$ cat src/hdl/rsqa_pkg.sv
package rsqa_pkg;

  localparam int CHANNELS  = 2;
  localparam int CH_IDX_W  = (CHANNELS > 1) ? $clog2(CHANNELS) : 1;
  localparam int LVL_W     = 16;
  localparam int SUM_W     = 24;
  localparam int CNT_W     = 8;
  localparam int SPD_W     = 8;
  localparam int DIV_CNT_W = $clog2(SUM_W);
  localparam int CFG_IDX_W = 3;

  localparam logic [LVL_W-1:0] WEAK_LEVEL = LVL_W'(34000);
  localparam logic [SPD_W-1:0] RAIN_SPEED = SPD_W'(2);

  localparam logic [CFG_IDX_W-1:0] REG_SAMPLE_COUNT     = 3'd0;
  localparam logic [CFG_IDX_W-1:0] REG_DC_CANCEL_THR    = 3'd1;
  localparam logic [CFG_IDX_W-1:0] REG_SELF_ADAPT       = 3'd2;
  localparam logic [CFG_IDX_W-1:0] REG_BEFORE_LIMIT     = 3'd3;
  localparam logic [CFG_IDX_W-1:0] REG_AFTER_LIMIT      = 3'd4;
  localparam logic [CFG_IDX_W-1:0] REG_BEFORE_LIMIT_RN  = 3'd5;
  localparam logic [CFG_IDX_W-1:0] REG_AFTER_LIMIT_RN   = 3'd6;

  typedef enum logic [1:0] {
    ST_OK    = 2'd0,
    ST_WEAK  = 2'd1,
    ST_SHIFT = 2'd2
  } status_t;

  typedef enum logic [2:0] {
    S_IDLE,
    S_EVAL,
    S_DIV_GO,
    S_DIV_RUN,
    S_CHECK,
    S_EMIT
  } state_t;

  typedef enum logic [1:0] {
    DSEL_BEFORE = 2'd0,
    DSEL_AFTER  = 2'd1,
    DSEL_SIGNAL = 2'd2
  } dsel_t;

  typedef struct packed {
    logic [CNT_W-1:0] sample_count;
    logic [LVL_W-1:0] dc_cancel_threshold;
    logic             self_adapt_mode;
    logic [LVL_W-1:0] before_shift_limit;
    logic [LVL_W-1:0] after_shift_limit;
    logic [LVL_W-1:0] before_shift_limit_rain;
    logic [LVL_W-1:0] after_shift_limit_rain;
  } cfg_t;

endpackage

$ cat src/hdl/rsqa_cfg_regs.sv
module rsqa_cfg_regs (
  input  logic                           clk,
  input  logic                           rst_n,
  input  logic                           cfg_valid,
  output logic                           cfg_ready,
  input  logic [rsqa_pkg::CFG_IDX_W-1:0] cfg_index,
  input  logic [rsqa_pkg::LVL_W-1:0]     cfg_wdata,
  output rsqa_pkg::cfg_t                 cfg
);

  rsqa_pkg::cfg_t cfg_r;

  assign cfg_ready = 1'b1;
  assign cfg       = cfg_r;

  always_ff @(posedge clk) begin
    if (!rst_n) begin
      cfg_r.sample_count            <= rsqa_pkg::CNT_W'(8);
      cfg_r.dc_cancel_threshold     <= rsqa_pkg::LVL_W'(1000);
      cfg_r.self_adapt_mode         <= 1'b0;
      cfg_r.before_shift_limit      <= rsqa_pkg::LVL_W'(500);
      cfg_r.after_shift_limit       <= rsqa_pkg::LVL_W'(500);
      cfg_r.before_shift_limit_rain <= rsqa_pkg::LVL_W'(500);
      cfg_r.after_shift_limit_rain  <= rsqa_pkg::LVL_W'(500);
    end else if (cfg_valid) begin
      case (cfg_index)
        rsqa_pkg::REG_SAMPLE_COUNT:    cfg_r.sample_count <= cfg_wdata[rsqa_pkg::CNT_W-1:0];
        rsqa_pkg::REG_DC_CANCEL_THR:   cfg_r.dc_cancel_threshold <= cfg_wdata;
        rsqa_pkg::REG_SELF_ADAPT:      cfg_r.self_adapt_mode <= cfg_wdata[0];
        rsqa_pkg::REG_BEFORE_LIMIT:    cfg_r.before_shift_limit <= cfg_wdata;
        rsqa_pkg::REG_AFTER_LIMIT:     cfg_r.after_shift_limit <= cfg_wdata;
        rsqa_pkg::REG_BEFORE_LIMIT_RN: cfg_r.before_shift_limit_rain <= cfg_wdata;
        rsqa_pkg::REG_AFTER_LIMIT_RN:  cfg_r.after_shift_limit_rain <= cfg_wdata;
        default: ;
      endcase
    end
  end

endmodule

$ cat src/hdl/rsqa_div.sv
module rsqa_div (
  input  logic                       clk,
  input  logic                       rst_n,
  input  logic                       start,
  input  logic [rsqa_pkg::SUM_W-1:0] dividend,
  input  logic [rsqa_pkg::CNT_W-1:0] divisor,
  output logic                       done,
  output logic [rsqa_pkg::SUM_W-1:0] quotient
);

  localparam logic [rsqa_pkg::DIV_CNT_W-1:0] LAST = rsqa_pkg::DIV_CNT_W'(rsqa_pkg::SUM_W - 1);

  logic                           busy_r;
  logic                           done_r;
  logic [rsqa_pkg::DIV_CNT_W-1:0] cnt_r;
  logic [rsqa_pkg::SUM_W-1:0]     quo_r;
  logic [rsqa_pkg::CNT_W-1:0]     rem_r;
  logic [rsqa_pkg::CNT_W-1:0]     dvs_r;
  logic [rsqa_pkg::CNT_W:0]       trial;
  logic                           fits;
  logic [rsqa_pkg::CNT_W:0]       rem_nxt;

  // restoring division, one quotient bit per cycle
  always_comb begin
    trial   = {rem_r, quo_r[rsqa_pkg::SUM_W-1]};
    fits    = trial >= {1'b0, dvs_r};
    rem_nxt = fits ? (trial - {1'b0, dvs_r}) : trial;
  end

  always_ff @(posedge clk) begin
    if (!rst_n) begin
      busy_r <= 1'b0;
      done_r <= 1'b0;
      cnt_r  <= '0;
    end else begin
      done_r <= busy_r && (cnt_r == LAST);
      if (start) begin
        busy_r <= 1'b1;
        cnt_r  <= '0;
      end else if (busy_r) begin
        cnt_r <= cnt_r + 1'b1;
        if (cnt_r == LAST) begin
          busy_r <= 1'b0;
        end
      end
    end
  end

  always_ff @(posedge clk) begin
    if (start) begin
      quo_r <= dividend;
      rem_r <= '0;
      dvs_r <= divisor;
    end else if (busy_r) begin
      quo_r <= {quo_r[rsqa_pkg::SUM_W-2:0], fits};
      rem_r <= rem_nxt[rsqa_pkg::CNT_W-1:0];
    end
  end

  assign done     = done_r;
  assign quotient = quo_r;

endmodule

$ cat src/hdl/rain_sample_qualifier_averager_top.sv
// Rain sample qualifier/averager. One frame request is taken when in_valid is high and
// in_stall low; in_stall stays high while a frame is processed. A frame that does not
// close a batch (dropped, or added to the sums) returns to idle after evaluation; a
// weak-signal frame goes straight to result load. The frame that completes a batch
// runs three 24-bit by 8-bit divisions in turn through one shared bit-serial divider,
// then the ambient shift check and result load. A result waits in the output register,
// so the next frame is accepted while out_stall holds it; only a new result stalls
// behind a full output register.
module rain_sample_qualifier_averager_top (
  input  logic                           clk,
  input  logic                           rst_n,
  input  logic                           in_valid,
  output logic                           in_stall,
  input  logic                           in_channel,
  input  logic [rsqa_pkg::LVL_W-1:0]     in_ambient_before,
  input  logic [rsqa_pkg::LVL_W-1:0]     in_signal_level,
  input  logic [rsqa_pkg::LVL_W-1:0]     in_ambient_after,
  input  logic [rsqa_pkg::SPD_W-1:0]     in_wiper_speed_count,
  output logic                           out_valid,
  input  logic                           out_stall,
  output logic [rsqa_pkg::LVL_W-1:0]     out_rain_value,
  output logic [1:0]                     out_status,
  output logic                           out_result_channel,
  input  logic                           cfg_valid,
  output logic                           cfg_ready,
  input  logic [rsqa_pkg::CFG_IDX_W-1:0] cfg_index,
  input  logic [rsqa_pkg::LVL_W-1:0]     cfg_wdata
);

  rsqa_pkg::cfg_t   cfg;
  rsqa_pkg::state_t state_r, state_nxt;
  rsqa_pkg::dsel_t  dsel_r;

  logic                          chan_r;
  logic [rsqa_pkg::LVL_W-1:0]    amb_b_r, sig_r, amb_a_r;
  logic [rsqa_pkg::SPD_W-1:0]    speed_r;
  logic [rsqa_pkg::SUM_W-1:0]    sig_sum_r, bef_sum_r, aft_sum_r;
  logic [rsqa_pkg::CNT_W-1:0]    cnt_r;
  logic [rsqa_pkg::LVL_W-1:0]    saved_b_r [rsqa_pkg::CHANNELS];
  logic [rsqa_pkg::LVL_W-1:0]    saved_a_r [rsqa_pkg::CHANNELS];
  logic [rsqa_pkg::LVL_W-1:0]    avg_b_r, avg_a_r, avg_s_r;
  logic [rsqa_pkg::LVL_W-1:0]    res_value_r;
  rsqa_pkg::status_t             res_status_r;
  logic                          out_valid_r;
  logic [rsqa_pkg::LVL_W-1:0]    out_value_r;
  rsqa_pkg::status_t             out_status_r;
  logic                          out_chan_r;

  logic                          in_accept;
  logic                          out_free;
  logic                          do_eval, do_check, div_start, div_store, out_load;
  logic [rsqa_pkg::LVL_W-1:0]    amb_diff;
  logic                          counted, weak_sig, complete;
  logic [rsqa_pkg::CNT_W-1:0]    cnt_inc, need, divisor;
  logic [rsqa_pkg::SUM_W-1:0]    dividend, quotient;
  logic                          div_done;
  logic [rsqa_pkg::CH_IDX_W-1:0] slot;
  logic [rsqa_pkg::LVL_W-1:0]    d_b, d_a, lim_b, lim_a;
  logic                          shifted;

  rsqa_cfg_regs u_cfg (
    .clk       (clk),
    .rst_n     (rst_n),
    .cfg_valid (cfg_valid),
    .cfg_ready (cfg_ready),
    .cfg_index (cfg_index),
    .cfg_wdata (cfg_wdata),
    .cfg       (cfg)
  );

  rsqa_div u_div (
    .clk      (clk),
    .rst_n    (rst_n),
    .start    (div_start),
    .dividend (dividend),
    .divisor  (divisor),
    .done     (div_done),
    .quotient (quotient)
  );

  assign in_accept = in_valid && !in_stall;
  assign out_free  = !out_valid_r || !out_stall;
  assign slot      = rsqa_pkg::CH_IDX_W'(chan_r);

  // frame qualification and batch bookkeeping
  always_comb begin
    amb_diff = (amb_b_r >= amb_a_r) ? (amb_b_r - amb_a_r) : (amb_a_r - amb_b_r);
    counted  = cfg.self_adapt_mode || (amb_diff < cfg.dc_cancel_threshold);
    weak_sig = sig_r <= rsqa_pkg::WEAK_LEVEL;
    cnt_inc  = cnt_r + 1'b1;
    need     = (cfg.sample_count == '0) ? rsqa_pkg::CNT_W'(1) : cfg.sample_count;
    complete = (cnt_inc == '0) || (cnt_inc >= need);
    divisor  = (cnt_r == '0) ? rsqa_pkg::CNT_W'(1) : cnt_r;
  end

  always_comb begin
    case (dsel_r)
      rsqa_pkg::DSEL_BEFORE: dividend = bef_sum_r;
      rsqa_pkg::DSEL_AFTER:  dividend = aft_sum_r;
      rsqa_pkg::DSEL_SIGNAL: dividend = sig_sum_r;
      default:               dividend = sig_sum_r;
    endcase
  end

  always_comb begin
    if (speed_r > rsqa_pkg::RAIN_SPEED) begin
      lim_b = cfg.before_shift_limit_rain;
      lim_a = cfg.after_shift_limit_rain;
    end else begin
      lim_b = cfg.before_shift_limit;
      lim_a = cfg.after_shift_limit;
    end
    d_b = (saved_b_r[slot] >= avg_b_r) ? (saved_b_r[slot] - avg_b_r)
                                       : (avg_b_r - saved_b_r[slot]);
    d_a = (saved_a_r[slot] >= avg_a_r) ? (saved_a_r[slot] - avg_a_r)
                                       : (avg_a_r - saved_a_r[slot]);
    shifted = (d_b > lim_b) || (d_a > lim_a);
  end

  // next state
  always_comb begin
    state_nxt = state_r;
    case (state_r)
      rsqa_pkg::S_IDLE: begin
        if (in_valid) state_nxt = rsqa_pkg::S_EVAL;
      end
      rsqa_pkg::S_EVAL: begin
        if (!counted)      state_nxt = rsqa_pkg::S_IDLE;
        else if (weak_sig) state_nxt = rsqa_pkg::S_EMIT;
        else if (complete) state_nxt = rsqa_pkg::S_DIV_GO;
        else               state_nxt = rsqa_pkg::S_IDLE;
      end
      rsqa_pkg::S_DIV_GO: state_nxt = rsqa_pkg::S_DIV_RUN;
      rsqa_pkg::S_DIV_RUN: begin
        if (div_done) begin
          if (dsel_r == rsqa_pkg::DSEL_SIGNAL) state_nxt = rsqa_pkg::S_CHECK;
          else                                 state_nxt = rsqa_pkg::S_DIV_GO;
        end
      end
      rsqa_pkg::S_CHECK: state_nxt = rsqa_pkg::S_EMIT;
      rsqa_pkg::S_EMIT: begin
        if (out_free) state_nxt = rsqa_pkg::S_IDLE;
      end
      default: state_nxt = rsqa_pkg::S_IDLE;
    endcase
  end

  // control strobes
  always_comb begin
    in_stall  = 1'b1;
    do_eval   = 1'b0;
    div_start = 1'b0;
    div_store = 1'b0;
    do_check  = 1'b0;
    out_load  = 1'b0;
    case (state_r)
      rsqa_pkg::S_IDLE:    in_stall  = 1'b0;
      rsqa_pkg::S_EVAL:    do_eval   = 1'b1;
      rsqa_pkg::S_DIV_GO:  div_start = 1'b1;
      rsqa_pkg::S_DIV_RUN: div_store = div_done;
      rsqa_pkg::S_CHECK:   do_check  = 1'b1;
      rsqa_pkg::S_EMIT:    out_load  = out_free;
      default: ;
    endcase
  end

  always_ff @(posedge clk) begin
    if (!rst_n) begin
      state_r <= rsqa_pkg::S_IDLE;
    end else begin
      state_r <= state_nxt;
    end
  end

  always_ff @(posedge clk) begin
    if (in_accept) begin
      chan_r  <= in_channel;
      amb_b_r <= in_ambient_before;
      sig_r   <= in_signal_level;
      amb_a_r <= in_ambient_after;
      speed_r <= in_wiper_speed_count;
    end
  end

  always_ff @(posedge clk) begin
    if (!rst_n) begin
      sig_sum_r <= '0;
      bef_sum_r <= '0;
      aft_sum_r <= '0;
      cnt_r     <= '0;
      for (int k = 0; k < rsqa_pkg::CHANNELS; k++) begin
        saved_b_r[k] <= '0;
        saved_a_r[k] <= '0;
      end
    end else if (do_eval && counted) begin
      if (weak_sig) begin
        sig_sum_r <= '0;
        bef_sum_r <= '0;
        aft_sum_r <= '0;
        cnt_r     <= '0;
      end else begin
        sig_sum_r <= sig_sum_r + rsqa_pkg::SUM_W'(sig_r);
        bef_sum_r <= bef_sum_r + rsqa_pkg::SUM_W'(amb_b_r);
        aft_sum_r <= aft_sum_r + rsqa_pkg::SUM_W'(amb_a_r);
        cnt_r     <= cnt_inc;
      end
    end else if (do_check) begin
      sig_sum_r       <= '0;
      bef_sum_r       <= '0;
      aft_sum_r       <= '0;
      cnt_r           <= '0;
      saved_b_r[slot] <= avg_b_r;
      saved_a_r[slot] <= avg_a_r;
    end
  end

  always_ff @(posedge clk) begin
    if (!rst_n) begin
      dsel_r <= rsqa_pkg::DSEL_BEFORE;
    end else if (do_eval) begin
      dsel_r <= rsqa_pkg::DSEL_BEFORE;
    end else if (div_store) begin
      case (dsel_r)
        rsqa_pkg::DSEL_BEFORE: dsel_r <= rsqa_pkg::DSEL_AFTER;
        rsqa_pkg::DSEL_AFTER:  dsel_r <= rsqa_pkg::DSEL_SIGNAL;
        default:               dsel_r <= rsqa_pkg::DSEL_BEFORE;
      endcase
    end
  end

  always_ff @(posedge clk) begin
    if (div_store) begin
      case (dsel_r)
        rsqa_pkg::DSEL_BEFORE: avg_b_r <= quotient[rsqa_pkg::LVL_W-1:0];
        rsqa_pkg::DSEL_AFTER:  avg_a_r <= quotient[rsqa_pkg::LVL_W-1:0];
        default:               avg_s_r <= quotient[rsqa_pkg::LVL_W-1:0];
      endcase
    end
  end

  always_ff @(posedge clk) begin
    if (do_eval) begin
      res_value_r  <= '0;
      res_status_r <= rsqa_pkg::ST_WEAK;
    end else if (do_check) begin
      res_value_r  <= shifted ? '0 : avg_s_r;
      res_status_r <= shifted ? rsqa_pkg::ST_SHIFT : rsqa_pkg::ST_OK;
    end
  end

  always_ff @(posedge clk) begin
    if (!rst_n) begin
      out_valid_r <= 1'b0;
    end else if (out_load) begin
      out_valid_r <= 1'b1;
    end else if (!out_stall) begin
      out_valid_r <= 1'b0;
    end
  end

  always_ff @(posedge clk) begin
    if (out_load) begin
      out_value_r  <= res_value_r;
      out_status_r <= res_status_r;
      out_chan_r   <= chan_r;
    end
  end

  assign out_valid          = out_valid_r;
  assign out_rain_value     = out_value_r;
  assign out_status         = out_status_r;
  assign out_result_channel = out_chan_r;

endmodule
$ cat config.mk
export PLATFORM = sky130hd
export DESIGN_NAME = rain_sample_qualifier_averager_top
export DESIGN_NICKNAME = d
export VERILOG_FILES = /design/src/hdl/rsqa_pkg.sv /design/src/hdl/rsqa_cfg_regs.sv /design/src/hdl/rsqa_div.sv /design/src/hdl/rain_sample_qualifier_averager_top.sv
export SDC_FILE = /design/constraint.sdc
export NUM_CORES = 1
export LEC_CHECK = 0
export CORE_AREA = 2 2 206 410
export DETAILED_ROUTE_END_ITERATION = 6
export DIE_AREA = 0 0 208 412
export DONT_BUFFER_PORTS = 1
export MAX_ROUTING_LAYER = met4
export PLACE_DENSITY = 0.52
export SYNTH_ARGS = -nofsm -noshare
export SYNTH_HDL_FRONTEND = slang
export SYNTH_SLANG_ARGS = --single-unit
export TNS_END_PERCENT = 20
$ cat constraint.sdc
create_clock -name clk -period 6.2 [get_ports clk]
set_input_delay 0.31 -clock clk [delete_from_list [all_inputs] [get_ports clk]]
set_output_delay 0.31 -clock clk [all_outputs]
set_load 0.05 [all_outputs]
==> results of run 1 <==
path summary, 6_finish.rpt:
kind	from	endpoint	slack, ps
max	register	res_value_r[5]$_SDFFE_PN0P_	430
min	cfg_index[1]	u_cfg.cfg[82]$_SDFFE_PN0P_	80
max reg2reg	register	res_value_r[5]$_SDFFE_PN0P_	430
min reg2reg	res_value_r[8]$_SDFFE_PN0P_	out_rain_value[8]$_DFFE_PP_	450
sequential cells by signal, summed over array words and instances (netlist names), 5 cells and up, named ones only:
register,flops
u_div.quotient,24
aft_sum_r,24
avg_s_r,16
amb_b_r,16
cnt_r,8
out_rain_value,16
saved_b_r,32
avg_b_r,16
bef_sum_r,24
u_div.dvs_r,8
speed_r,8
avg_a_r,16
sig_sum_r,24
sig_r,16
u_div.cnt_r,5
u_cfg.cfg,89
res_value_r,16
amb_a_r,16
u_div.rem_r,8
saved_a_r,32
repair_timing:
action / CTS / global route
endpoints found under the setup margin: 0 / 65
hold endpoints to repair: 165 / 0
hold buffers: 80 / 0
gates resized for setup: 0 / 4
cell families after synthesis:
family	synth area share, %
muxes	5.36
xor gates and xnor gates	3.32
and+or+nand+nor	14.4
DFF	44.0
adders and majority gates	11.4
buffers and inverters	4.80
other	0.0153
AOI/OAI and AO/OA	16.7
where the power goes:
part / switching [W] / internal, W / total [W]
sequential: 0.000123 / 0.00311 / 0.00324
combinational: 0.00110 / 0.000768 / 0.00186
clock: 0.00123 / 0.00155 / 0.00278
total: 0.00245 / 0.00543 / 0.00789
metal layers:
| metal | share of wire (%) | GRT usage (%) | vias to the layer above |
|---|---|---|---|
| li1 | - | - | 9313 |
| met1 | 35 | 17.2 | 9215 |
| met2 | 55 | 34.2 | 426 |
| met3 | 2.8 | 1.87 | 174 |
| met4 | 7.4 | 12.0 | 0 |
| met5 | 0 | - | - |
stage by stage:
stage | hold WS (ps) | area, um2 | cells | total power [W]
3_5_place_dp | 409 | 25800 | 3561 | 0.00510
2_1_floorplan | 409 | 24500 | 2583 | 0.00455
4_1_cts | 42.3 | 28100 | 3721 | 0.00797
6_report | 79.9 | 28100 | 3721 | 0.00789
3_3_place_gp | 409 | 25800 | 3561 | 0.00506
5_1_grt | 77.1 | 28100 | 3721 | 0.00827
area by class of cell:
cell class | instances | area, um2 | area share, %
Inverter | 173 | 649 | 2.31
Timing Repair Buffer | 133 | 1230 | 4.39
Tap cell | 1057 | 1320 | 4.70
Multi-Input combinational cell | 1849 | 12600 | 44.9
Clock inverter | 22 | 249 | 0.886
Clock buffer | 58 | 1240 | 4.40
Sequential cell | 429 | 10800 | 38.4
worst max-delay path: stages, from the launching register on:
cell and delay [ps]:
dfxtp_2 600, mux2i_1 300, inv_1 70, ha_1 480, nand4_1 170, o21bai_1 200, a31o_1 220, a311oi_2 370
o211ai_1 230, nand2_1 100, buf_4 230, mux2_1 440, ha_1 330, nor2b_1 140, o21a_1 160, o21a_1 160
o21ai_1 140, a21oi_1 90, a211oi_1 420, o22ai_2 270, nor2_1 150, buf_4 230, a22o_1 150
synth_stat cells (6+ instances only):
master	count
or3_1	10
mux2_2	6
buf_2	17
o21ai_0	63
or4_1	12
a21o_1	89
nor2_1	183
o211ai_1	27
o41ai_1	6
xor2_1	40
nand2_1	299
a211oi_1	19
a22oi_1	34
edfxtp_1	220
fa_1	10
nand3_1	63
dfxtp_1	209
o21a_1	19
a22o_1	16
clkbuf_1	98
o21ai_1	39
inv_1	167
and4_1	8
xnor2_1	53
nand4_1	34
o21bai_1	12
nor3_1	68
nor2b_1	22
and2_1	38
o31a_1	6
a21oi_1	212
buf_1	14
mux2i_1	119
a211o_1	9
and3_1	12
ha_1	207
a31oi_1	14
nand2b_1	10
o31ai_1	8
==> impl_metrics.env, run 1 <==
export IMPL_insertion_delay_ps=620
export IMPL_final_antenna_net_count=0
export IMPL_hold_violations=0
export IMPL_clk_path_buf_depth=3
export IMPL_worstSetupStartpointType="register"
export IMPL_fp_row_count=149
export IMPL_vdd_drop_max_mv=0.215
export IMPL_skew_ps=44.3
export IMPL_routed_wl_um=76300
export IMPL_drive_above_1_share_pct=5.89
export IMPL_synthTopCellsByArea="edfxtp_1, dfxtp_1, ha_1"
export IMPL_io_pins=103
export IMPL_finish_utilization_pct=34.1
export IMPL_tightestPinTransition_ps=1220
export IMPL_drt_iter0_drc=900
export IMPL_synthFlopType="edfxtp_1"
export IMPL_synth_top_area_share_pct=26.9
export IMPL_fin_crit_ps=5770
export IMPL_gr_total_overflow=0
export IMPL_rr_worst_depth=22
export IMPL_grt_pass1_wl_um=115000
export IMPL_maxSlewHeadroom_pct=17.8
export IMPL_grt_pass1_vias=19400
export IMPL_final_cell_mix="nand2_1, edfxtp_1, a21oi_1"
export IMPL_cts_root_buffer="clkbuf_16"
export IMPL_clk_pin_slew_worst_paths_ps=70
export IMPL_grt_max_degree=76
export IMPL_n_antenna_cell=0
export IMPL_fin_ws_ps=427
export IMPL_synth_seq_cells=429
export IMPL_avgRoutedWirePerCell_um=20.5
export IMPL_min_period_over_period_pct=93.1
export IMPL_setup_worst_path_end_class="register"
export IMPL_dp_slack_ps=147
export IMPL_setup_viol=0
export IMPL_core_area_um2=82400
export IMPL_syn_cell_area_um2=24500
export IMPL_syn_to_final_growth_pct=14.6
export IMPL_cts_htree_levels=2
export IMPL_cp_data_required_time_ps=6730
export IMPL_portBuffers=0
export IMPL_dp_hpwl_um=58200
export IMPL_die_y_um=412
export IMPL_fill_cells=8460
export IMPL_slew_violations=0
export IMPL_synth_warnings=0
export IMPL_holdPathStages=3
export IMPL_die_w_um=208
export IMPL_cts_setup_buffers=0
export IMPL_fmax_mhz=173
export IMPL_via_count=19100
export IMPL_critPathKind="register to register"
export IMPL_ys_types=77
export IMPL_cts_buffers=43
export IMPL_synth_seq_area_share_pct=44.0
export IMPL_fin_nets=2927
export IMPL_antenna_found_initial=1
export IMPL_tritoncts="built"
export IMPL_power_per_cell_area_nw_per_um2=281
export IMPL_status="complete, no violations"
export IMPL_synthCells=2583
export IMPL_yosys_area_top_type="edfxtp_1"
export IMPL_fin_tns_setup_ps=0
export IMPL_async_reset_ff_share_pct=0
export IMPL_dieArea_um2=85700
export IMPL_viasPerCell=5.14
export IMPL_drv_cap=0
export IMPL_syn_nets=2881
export IMPL_routabilityCongestion=0.933
export IMPL_crit_fanout=16
export IMPL_synth_edff_count=220
export IMPL_hp_class="input port to register"
export IMPL_cp_arrival_ps=6300
export IMPL_grtUsageTotal_pct=18.1
export IMPL_firstDrtPassIters=5
export IMPL_leakagePower_nw=11.8
export IMPL_final_common_cell="nand2_1"
export IMPL_drc=0
export IMPL_clkSinkCount=429
export IMPL_avgSynthCellArea_um2=9.49
export IMPL_rsz0062_at_grt="true"
export IMPL_start_util_pct=29.8
No activity file was read; power rests on OpenSTA's default activity.
==> run 2: changes to the inputs <==
Settings changed: CORE_AREA 2 2 206 410 to 2 2 289 291, DIE_AREA 0 0 208 412 to 0 0 291 293, REMOVE_ABC_BUFFERS set to 1.
==> impl_metrics.env, run 2 (same netlist as run 1, synthesis figures left out) <==
export IMPL_cpPeakStageDelay_ps=430
export IMPL_fin_total_pwr_w=0.00809
export IMPL_fill_cells=8288
export IMPL_seqCellArea_um2=10800
export IMPL_critPathLaunch="amb_b_r[0]$_DFFE_PP_"
export IMPL_drive_above_1_share_pct=6.17
export IMPL_skew_ps=23.7
export IMPL_worstHoldEndpoint="u_cfg.cfg[86]$_SDFFE_PN0P_"
export IMPL_via_count=19000
export IMPL_grtUsageTotal_pct=16.5
export IMPL_clkSinkCount=429
export IMPL_fin_tns_setup_ps=0
export IMPL_firstDrtPassIters=6
export IMPL_syn_to_final_growth_pct=15.6
export IMPL_fin_nets=2935
export IMPL_rsz0062_at_grt="false"
export IMPL_grt_pass1_vias=18800
export IMPL_worstHoldStart="cfg_index[0]"
export IMPL_start_util_pct=30.0
export IMPL_rr_worst_depth=25
export IMPL_avgRoutedWirePerCell_um=18.6
export IMPL_cts_htree_levels=2
export IMPL_leakagePower_nw=11.9
export IMPL_gr_total_overflow=0
export IMPL_worstSetupStartpointType="register"
export IMPL_dieArea_um2=85300
export IMPL_grt_pass1_wl_um=108000
export IMPL_cts_setup_buffers=0
export IMPL_grt_max_degree=85
export IMPL_regToRegEndpoint="sig_sum_r[23]$_SDFFE_PN0P_"
export IMPL_regToRegSetupSlack_ps=360
export IMPL_critPathSlowestCell="edfxtp_1"
export IMPL_cp_data_required_time_ps=6730
export IMPL_drt_iter0_drc=1359
export IMPL_setup_worst_path_end_class="register"
export IMPL_status="complete, no violations"
export IMPL_clk_pin_slew_worst_paths_ps=60
export IMPL_tritoncts="built"
export IMPL_hp_class="input port to register"
export IMPL_viasPerCell=5.06
export IMPL_fp_row_count=105
export IMPL_final_antenna_net_count=0
export IMPL_power_per_cell_area_nw_per_um2=285
export IMPL_insertion_delay_ps=610
export IMPL_portBuffers=0
export IMPL_fmax_mhz=171
export IMPL_tightestPinTransition_ps=1310
export IMPL_clk_path_buf_depth=3
export IMPL_holdPathStages=3
export IMPL_routed_wl_um=69700
export IMPL_min_period_over_period_pct=94.1
export IMPL_cp_arrival_ps=6370
export IMPL_drc=0
export IMPL_multi_input_area_um2=12600
export IMPL_final_cell_mix="nand2_1, edfxtp_1, a21oi_1"
export IMPL_crit_fanout=23
export IMPL_routabilityCongestion=0.886
export IMPL_die_y_um=293
export IMPL_dp_hpwl_um=51700
export IMPL_fin_crit_ps=5840
export IMPL_largest_reg_flops=89
export IMPL_cts_root_buffer="clkbuf_16"
export IMPL_io_pins=103
export IMPL_final_common_cell="nand2_1"
export IMPL_regToRegStartpoint="amb_b_r[0]$_DFFE_PP_"
export IMPL_slew_violations=0
export IMPL_cts_buffers=49
export IMPL_hold_violations=0
export IMPL_critPathKind="register to register"
export IMPL_antenna_found_initial=0
export IMPL_die_w_um=291
export IMPL_maxSlewHeadroom_pct=12.7
export IMPL_core_area_um2=81800
export IMPL_setup_viol=0
export IMPL_drv_cap=0
export IMPL_vdd_drop_max_mv=0.206
## run 2: cell count changes in the layout (fill, tap and decap cells not counted), moves of 2 or more
cell	change
bufinv_16	+3
clkbuf_16	+4
clkinv_1	+2
clkinv_2	+4
diode_2	+2
dlygate4sd3_1	+3
inv_16	+3
nor2_1	-2
nor2_2	+2
## run 2: area by class of cell
| type | instances | area share, % |
|---|---|---|
| Timing Repair Buffer | 135 | 4.43 |
| Tap cell | 1070 | 4.72 |
| Multi-Input combinational cell | 1849 | 44.5 |
| Inverter | 173 | 2.29 |
| Antenna cell | 2 | 0.0177 |
| Clock inverter | 29 | 1.27 |
| Clock buffer | 61 | 4.70 |
| Sequential cell | 429 | 38.1 |
## run 2: worst max path at each step
| stage | to | slack, ps |
|---|---|---|
| final | sig_sum_r[23]$_SDFFE_PN0P_ | 360 |
| after global routing | sig_sum_r[23]$_SDFFE_PN0P_ | 6 |
| after CTS | sig_sum_r[18]$_SDFFE_PN0P_ | 330 |
| after detailed placement | res_value_r[3]$_SDFFE_PN0P_ | 370 |
| after global placement | res_value_r[5]$_SDFFE_PN0P_ | 450 |
| after floorplan | aft_sum_r[12]$_SDFFE_PN0P_ | -1630 |
## run 2: repair_timing
action                     in CTS  in global routing
setup endpoints to repair       0                 23
hold buffers                   83                  0
gates resized for setup         0                  2
hold endpoints to repair      162                  0
## run 2: metrics by stage
stage	util [%]	worst slack, ps	hold slack (ps)	area (um2)	cells
after floorplan	-	-1630	382	24000	2451
after global placement	31.5	452	409	25800	3573
after detailed placement	31.5	368	409	25800	3573
after CTS	34.6	330	9.96	28300	3746
after global routing	34.6	6.46	55.5	28300	3746
final	34.6	363	48.9	28300	3748
## run 2: worst max-delay path: cells and delay by family, from the launching register on
family	cells	cell delay, ps
adder cells (fa/ha/maj)	3	790
XOR/XNOR	1	160
AND/OR/NAND/NOR	3	510
multiplexers	1	230
AO/OA/AOI/OAI	12	2690
flip-flops	1	430
buffers and inverters	5	910
## run 2: power by group
group	internal (W)	switching (W)	leakage (nW)	total, W
combinational	0.000753	0.00105	7.23	0.00180
sequential	0.00312	0.000111	3.83	0.00323
clock	0.00180	0.00126	0.840	0.00305
total	0.00567	0.00242	11.9	0.00809
## run 2: metal layers
layer	vias up	GRT usage [%]	wire (um)
met3	104	2.03	3020
met1	9079	20.1	30300
li1	9351	-	-
met4	0	5.86	2270
met2	440	28.3	34200
met5	-	-	0
==> run 3: changes to the inputs <==
Clock period 6.2 ns to 6.4 ns, I/O delays scaled along.
==> impl_metrics.env, run 3 (same netlist as run 1, synthesis figures left out) <==
export IMPL_cp_data_required_time_ps=6920
export IMPL_start_util_pct=30.0
export IMPL_pwr_share_seq_pct=40.8
export IMPL_crit_fanout=25
export IMPL_gr_usage_met1_pct=19.8
export IMPL_grt_pass1_wl_um=106000
export IMPL_fmax_mhz=170
export IMPL_drive_above_1_share_pct=5.59
export IMPL_worstHoldEndpoint="sig_sum_r[16]$_SDFFE_PN0P_"
export IMPL_clkSinkCount=429
export IMPL_dp_hpwl_um=51300
export IMPL_fin_nets=2922
export IMPL_setup_viol=0
export IMPL_p_sw_w=0.00229
export IMPL_min_period_over_period_pct=91.8
export IMPL_clk_path_buf_depth=3
export IMPL_dieArea_um2=85300
export IMPL_via_count=19000
export IMPL_final_cell_mix="nand2_1, edfxtp_1, a21oi_1"
export IMPL_critPathLaunch="amb_b_r[0]$_DFFE_PP_"
export IMPL_largest_reg_flops=89
export IMPL_post_dp_cell_area_um2=25700
export IMPL_regToRegStartpoint="amb_b_r[0]$_DFFE_PP_"
export IMPL_power_frac_clock_pct=36.6
export IMPL_drc=0
export IMPL_status="complete, no violations"
export IMPL_tritoncts="built"
export IMPL_insertion_delay_ps=610
export IMPL_slew_violations=0
export IMPL_setup_worst_path_end_class="register"
export IMPL_n_antenna_cell=0
export IMPL_syn_to_final_growth_pct=14.9
export IMPL_viasPerCell=5.10
export IMPL_tightestPinTransition_ps=1210
export IMPL_hp_class="input port to register"
export IMPL_pwr_share_comb_pct=22.6
export IMPL_leakagePower_nw=11.8
export IMPL_fp_row_count=105
export IMPL_routed_wl_um=69400
export IMPL_vdd_drop_max_mv=0.297
export IMPL_worstSetupStartpointType="register"
export IMPL_core_area_um2=81800
export IMPL_hold_violations=0
export IMPL_portBuffers=0
export IMPL_die_w_um=291
export IMPL_antenna_found_initial=4
export IMPL_gr_usage_met2_pct=27.6
export IMPL_avgRoutedWirePerCell_um=18.6
export IMPL_gr_total_overflow=0
export IMPL_regToRegEndpoint="bef_sum_r[22]$_SDFFE_PN0P_"
export IMPL_final_antenna_net_count=0
export IMPL_cts_buffers=49
export IMPL_critPathKind="register to register"
export IMPL_cp_arrival_ps=6390
export IMPL_p_sw_share_pct=29.8
export IMPL_power_per_cell_area_nw_per_um2=272
export IMPL_grt_max_degree=84
export IMPL_grt_pass1_vias=18500
export IMPL_holdPathStages=2
export IMPL_clk_pin_slew_worst_paths_ps=60
export IMPL_gr_max_usage_layer="met2"
export IMPL_final_common_cell="nand2_1"
export IMPL_die_y_um=293
export IMPL_worstHoldStart="rst_n"
export IMPL_firstDrtPassIters=5
export IMPL_cts_htree_levels=2
export IMPL_fin_total_pwr_w=0.00767
export IMPL_drt_iter0_drc=1385
export IMPL_met3_usage_pct=1.94
export IMPL_rr_worst_depth=24
export IMPL_rsz0062_at_grt="false"
export IMPL_routabilityCongestion=0.880
export IMPL_cts_root_buffer="clkbuf_16"
export IMPL_skew_ps=39.1
export IMPL_fill_cells=8280
export IMPL_cts_setup_buffers=0
export IMPL_intPower_w=0.00538
export IMPL_grtUsageTotal_pct=16.3
export IMPL_maxSlewHeadroom_pct=18.6
export IMPL_regToRegSetupSlack_ps=530
export IMPL_fin_crit_ps=5870
export IMPL_drv_cap=0
export IMPL_design_area_um2=28200
export IMPL_io_pins=103
-- run 3: changes by cell type in the layout (fill, tap and decap cells not counted), moves of 3 or more --
cell and change:
clkbuf_1 +6, inv_6 -3, buf_4 -11, bufinv_16 -3
-- run 3: per-layer routing --
metal,vias up,share of wire [%]
met4,0,4.0
met3,115,4.2
met2,475,49
met5,-,0
met1,9129,43
li1,9318,-
-- run 3: how the worst max path moves through the flow --
stage	slack, ps	cells after the start	end
finish	530	24	bef_sum_r[22]$_SDFFE_PN0P_
global placement	350	21	res_value_r[15]$_SDFFE_PN0P_
detailed placement	250	21	res_value_r[3]$_SDFFE_PN0P_
floorplan	-1430	21	aft_sum_r[12]$_SDFFE_PN0P_
CTS	220	21	res_value_r[4]$_SDFFE_PN0P_
global route	70	24	state_r[2]$_SDFFE_PN0P_
-- run 3: worst max-delay path, cell delays in order (launching register included) --
cell and delay [ps]:
edfxtp_1 420, inv_1 90, ha_1 140, inv_1 60, fa_1 380, a21oi_1 220, o21ai_1 140, a2111oi_0 370
or3_1 260, o31a_1 180, nor3_1 70, o22ai_2 230, buf_4 260, mux2i_1 230, xor2_1 110, ha_1 190
a21o_1 170, a211o_1 310, a211o_1 280, o21ai_1 380, a21o_1 240, nand4_1 120, buf_4 280, or4_1 540
nand3_1 100
-- run 3: metrics by stage --
| step | setup WS, ps | hold slack [ps] | TNS [ps] | cells | utilization (%) |
|---|---|---|---|---|---|
| 6_report | 526 | 35.1 | 0 | 3734 | 34.4 |
| 3_3_place_gp | 349 | 419 | 0 | 3562 | 31.4 |
| 4_1_cts | 224 | 3.96 | 0 | 3734 | 34.4 |
| 5_1_grt | 72.5 | 20.4 | 0 | 3734 | 34.4 |
| 2_1_floorplan | -1430 | 392 | -79490 | 2451 | - |
| 3_5_place_dp | 253 | 419 | 0 | 3562 | 31.4 |
-- run 3: power by group through the flow --
stage	clock (W)	combinational, W	sequential (W)
CTS	0.00289	0.00173	0.00313
global placement	0	0.00163	0.00318
detailed placement	0	0.00167	0.00318
global route	0.00300	0.00193	0.00314
floorplan	0	0.00123	0.00315
finish	0.00281	0.00173	0.00313
-- run 3: what timing repair did --
action | CTS | global route
resized for setup | 0 | 3
setup endpoints to repair | 0 | 17
hold endpoints to repair | 161 | 0
hold buffers | 81 | 0
-- run 3: cell type report --
| class | count | area [um2] | share of cell area [%] |
|---|---|---|---|
| clock inverter | 22 | 214 | 0.759 |
| timing repair buffer | 122 | 1150 | 4.09 |
| sequential | 429 | 10800 | 38.3 |
| tap | 1070 | 1340 | 4.75 |
| multi-input combinational | 1849 | 12600 | 44.8 |
| clock buffer | 69 | 1390 | 4.95 |
| inverter | 173 | 651 | 2.31 |
